[config.mk]
export PLATFORM = sky130hd
export DESIGN_NAME = mrwt_modmul
export DESIGN_NICKNAME = d
export VERILOG_FILES = /design/src/rtl/mrwt_modmul.sv
export SDC_FILE = /design/constraint.sdc
export NUM_CORES = 1
export LEC_CHECK = 0
export BUFFER_PORTS_ARGS = -buffer_cell sky130_fd_sc_hd__buf_2
export CAP_MARGIN = 0
export CELL_PAD_IN_SITES_DETAIL_PLACEMENT = 0
export CELL_PAD_IN_SITES_GLOBAL_PLACEMENT = 1
export CORE_AREA = 2 2 243 245
export DETAILED_ROUTE_END_ITERATION = 10
export DIE_AREA = 0 0 245 247
export GPL_ROUTABILITY_DRIVEN = 0
export PLACE_DENSITY_LB_ADDON = 0.1
export SKIP_LAST_GASP = 1
export SYNTH_ARGS = -nofsm -noshare
export SYNTH_HDL_FRONTEND = slang
export SYNTH_SLANG_ARGS = --single-unit
[constraint.sdc]
create_clock -name clk -period 13.7 [get_ports clk]
set_input_delay 2.055 -clock clk [delete_from_list [all_inputs] [get_ports clk]]
set_output_delay 2.055 -clock clk [all_outputs]
set_load 0.005 [all_outputs]
[src/rtl/mrwt_modmul.sv]
// ----------------------------------------------------------------------------
// mrwt_modmul
// Bit-serial modular multiplier: product = a * b mod n, one bit of b per
// cycle, shift-and-add with a conditional subtract on each step.
// ----------------------------------------------------------------------------
`default_nettype none

module mrwt_modmul #(
  parameter int NUM_BITS = 62
) (
  input  wire logic                clk,
  input  wire logic                rst,
  input  wire logic                start,
  input  wire logic [NUM_BITS-1:0] a,        // a < n
  input  wire logic [NUM_BITS-1:0] b,        // b < n
  input  wire logic [NUM_BITS-1:0] n,        // held stable while busy
  output logic                     busy,
  output logic                     done,     // one-cycle pulse, product valid
  output logic [NUM_BITS-1:0]      product
);

  localparam int CW = $clog2(NUM_BITS + 1);

  logic [NUM_BITS-1:0] acc;
  logic [NUM_BITS-1:0] addend;
  logic [NUM_BITS-1:0] bsh;
  logic [CW-1:0]       cnt;

  logic [NUM_BITS:0]   sum;
  logic [NUM_BITS:0]   dbl;
  logic [NUM_BITS-1:0] acc_next;
  logic [NUM_BITS-1:0] addend_next;

  // both operands stay below n, so sums stay below 2n
  always_comb begin
    sum = {1'b0, acc} + {1'b0, addend};
    dbl = {addend, 1'b0};
    if (sum >= {1'b0, n}) begin
      acc_next = NUM_BITS'(sum - {1'b0, n});
    end else begin
      acc_next = sum[NUM_BITS-1:0];
    end
    if (dbl >= {1'b0, n}) begin
      addend_next = NUM_BITS'(dbl - {1'b0, n});
    end else begin
      addend_next = dbl[NUM_BITS-1:0];
    end
  end

  always_ff @(posedge clk) begin
    if (rst) begin
      busy <= 1'b0;
      done <= 1'b0;
    end else begin
      done <= 1'b0;
      if (start) begin
        busy <= 1'b1;
      end else if (busy && cnt == CW'(1)) begin
        busy <= 1'b0;
        done <= 1'b1;
      end
    end
  end

  always_ff @(posedge clk) begin
    if (start) begin
      acc    <= '0;
      addend <= a;
      bsh    <= b;
      cnt    <= CW'(NUM_BITS);
    end else if (busy) begin
      if (bsh[0]) begin
        acc <= acc_next;
      end
      addend <= addend_next;
      bsh    <= bsh >> 1;
      cnt    <= cnt - CW'(1);
    end
  end

  assign product = acc;

endmodule : mrwt_modmul

`default_nettype wire

==> out/metrics.cfg <==
[global_route]
grt_first_pass_wirelength_um = 114900
overflow = 0
grt_usage = 0.2490
grt_max_degree = 102
grt_pass1_vias = 18670
antenna_found_initial = 4

[logic_synthesis]
synth_cell_type_count = 91
synth_area_leader_cell = edfxtp_1
synth_top_cells_by_area = edfxtp_1, ha_1, dfxtp_1
syn_avg_cell_area_um2 = 8.085
synth_ff_type = edfxtp_1
synthArstFlopShare = 0
synth_nets = 2866
synth_top_cell_area_share = 0.1853
synthesis.area_mm2 = 0.02010
ys_seq_elements = 194
synth-edff-count = 124
synthCells = 2486
ys_seq_area_frac = 0.2550
yosys_warnings = 0

[die]
rows = 89
core_mm2 = 0.05824
die_h_um = 247
start_util = 0.3451
dieArea_mm2 = 0.06052
die_w_um = 245
ioPinCount = 253

[timing]
hold_violations = 0
skew_ns = 0.03848
fin_setup_tns_ns = 0
fmax_ghz = 0.1377
period_minus_slack_ns = 7.261
max_slew_margin = 0.2572
worstMarginPinSlew_ns = 1.099
rsz0062_at_grt = false
holdWs_ns = 0.4756
fin_crit_sh = 0.5300
slew_viol_final = 0
setup_viol = 0

[status]
outcome = complete, no violations

[drt]
first_pass_iters = 6
postRouteAntennaNets = 0
detail_route.wl_per_cell_um = 22.24
wl_met1_um = 36350
drc_errors = 0
vias = 19390
routed_wl_um = 76450
top_layer = met5
drt_iter0_drc = 1472
wl_met2_um = 35670
via_per_inst = 5.640
route.met3.wl_um = 3402

[worst_setup_path]
r2r_setup_slack_ns = 6.44
worstSetupEndpointType = flip-flop
reg2reg_from = addend[0]
cp.arrival_ns = 7.65
start_kind = flip-flop
crit_required_ns = 14.08
critPathLaunch = addend[0]
worstSetupPathType = reg2reg
crit_fanout = 77

[power_and_ir_drop]
comb_power_share = 0.715
ir_drop_v = 0.0001172
switching_share = 0.5328
switchingPower_mw = 2.787
power.density_mw_per_mm2 = 231.2
power_frac_clock = 0.115
p_int_mw = 2.443
seqPwrFrac = 0.170
p_leak_nw = 9.824

[clock_network]
clk_path_buf_depth = 2
cts_root_buf = clkbuf_16
cts.repair.resized = 0
cts_made_buffers = 17
cts_tree = yes
clk_pin_slew_ns = 0.09
cts_setup_buffers = 0
clock_latency_ns = 0.54
ctsHoldBuffers = 0
h-tree-depth = 4
clock_sinks = 194

[layout]
area_delta_synth_final_pct = 12.53
multiInputGateArea_mm2 = 0.01406
nNetsFinal = 3030
fill_cells = 6144
seq_area_mm2 = 0.005125
final_layout_size_suffix_gt1_frac = 0.1637

[run]
drv_cap = 0

[place]
portBuffers = 252
dpl.hpwl_um = 61970

[min_path]
hp-start = product[2]
hp-class = reg2reg

layer usage:
metal	vias to the layer above	GRT usage
li1	9485	-
met1	9314	0.3498
met2	534	0.4066
met3	55	0.03299
met4	2	0.05165
met5	-	0
power by group through the flow:
stage / Clock [mW] / Combinational (mW) / Sequential, mW
2_1_floorplan: 0 / 2.76 / 0.842
3_3_place_gp: 0 / 3.69 / 0.903
3_5_place_dp: 0 / 3.67 / 0.905
4_1_cts: 0.620 / 3.70 / 0.892
5_1_grt: 0.635 / 4.11 / 0.904
6_report: 0.600 / 3.74 / 0.891
layout by cell type, fill, tap and decap left out, drive strengths merged, types with 29 or more instances in the layout:
cell    Yosys  routed
a211oi     71      71
a21o       87      87
a21oi     279     279
a31oi      29      29
and3       29      29
buf        25     260
dfxtp      70      70
edfxtp    124     124
ha        188     188
inv       123     134
mux2      112     112
nand2     188     188
nand3      33      33
nand4      45      45
nor2      280     280
nor3       76      76
o21ai     149     149
o21bai     36      36
xnor2     107     107
xor2       67      67
final timing paths:
path / cells past startpoint / end
min reg2reg: 2 / product[2]
min: 2 / product[2]
max: 26 / product[10]
max reg2reg: 26 / product[10]
cell type report:
class	count	share of cell area
Timing Repair Buffer	261	0.05914
Sequential cell	194	0.2266
Clock inverter	15	0.01062
Clock buffer	17	0.01881
Inverter	123	0.02041
Multi-Input combinational cell	2053	0.6215
Antenna cell	2	0.0002213
Tap cell	773	0.04276
state kept, by name (all words and copies together), names as in the netlist:
register	count
busy	1
addend	62
cnt	6
product	62
done	1
bsh	62
kinds of logic (layout without fill, tap and decap cells):
family,Yosys count,after routing,share of synthesized area
compound gates,791,791,0.2519
flops,194,194,0.2550
buf+inv,239,416,0.04712
mux,135,135,0.07420
xor+xnor,174,174,0.07657
other cells,0,2,0
simple gates,762,762,0.1752
fa+ha+maj,191,191,0.1200
synthesized netlist by cell type (4+ instances only):
library cell / n
a211oi_1: 67
nor3_1: 75
nor4_1: 7
a211oi_2: 4
inv_1: 122
a31oi_1: 27
nand3_1: 33
xnor2_1: 106
a211o_1: 4
and2_1: 18
a21boi_0: 9
o21ai_0: 136
xor2_1: 66
dfxtp_1: 70
nand4_1: 45
a22oi_1: 4
o211ai_1: 14
o21ai_1: 11
edfxtp_1: 124
o21a_1: 23
ha_1: 188
and3_1: 29
o31ai_1: 13
nor2_1: 280
mux2_2: 111
a21o_1: 87
and4_1: 4
nor3b_1: 9
clkbuf_2: 4
or4_1: 5
a41oi_1: 4
a21oi_1: 277
nand2_1: 188
a221oi_1: 8
a221o_1: 7
o211a_1: 6
or3_1: 7
mux2i_1: 23
buf_2: 21
clkbuf_1: 87
nor2b_1: 19
o21bai_1: 36
a311oi_1: 5
nand2b_1: 27
critical path, stage by stage (launching register included):
cell and delay, ns:
edfxtp_1 0.41, ha_1 0.23, inv_1 0.07, fa_1 0.39
nand2b_1 0.18, a211o_1 0.30, nand2_1 0.16, a21oi_1 0.16
o211a_1 0.31, or3_4 0.45, o21a_2 0.29, o21ai_1 0.34
mux2_2 0.39, and2_1 0.15, ha_1 0.36, a21o_1 0.19
a21o_1 0.17, a21o_1 0.18, a21oi_1 0.15, o211ai_1 0.14
a31oi_1 0.17, a31oi_1 0.17, a211oi_4 0.44, buf_4 0.72
nor2_1 0.12, a211oi_1 0.27, nor3_1 0.08
per-stage QoR:
stage                     power (mW)  cell area [µm²]  setup WS [ns]  cells  utilization
final                          5.230            22620          6.439   3438       0.3884
after global routing           5.649            22620          6.027   3438       0.3884
after CTS                      5.211            22610          6.477   3436       0.3883
after detailed placement       4.579            21950          6.485   3404       0.3768
after global placement         4.590            21950          6.627   3404       0.3768
after floorplan                3.605            20100          8.184   2486            -
(Power assumes the default switching activity.)
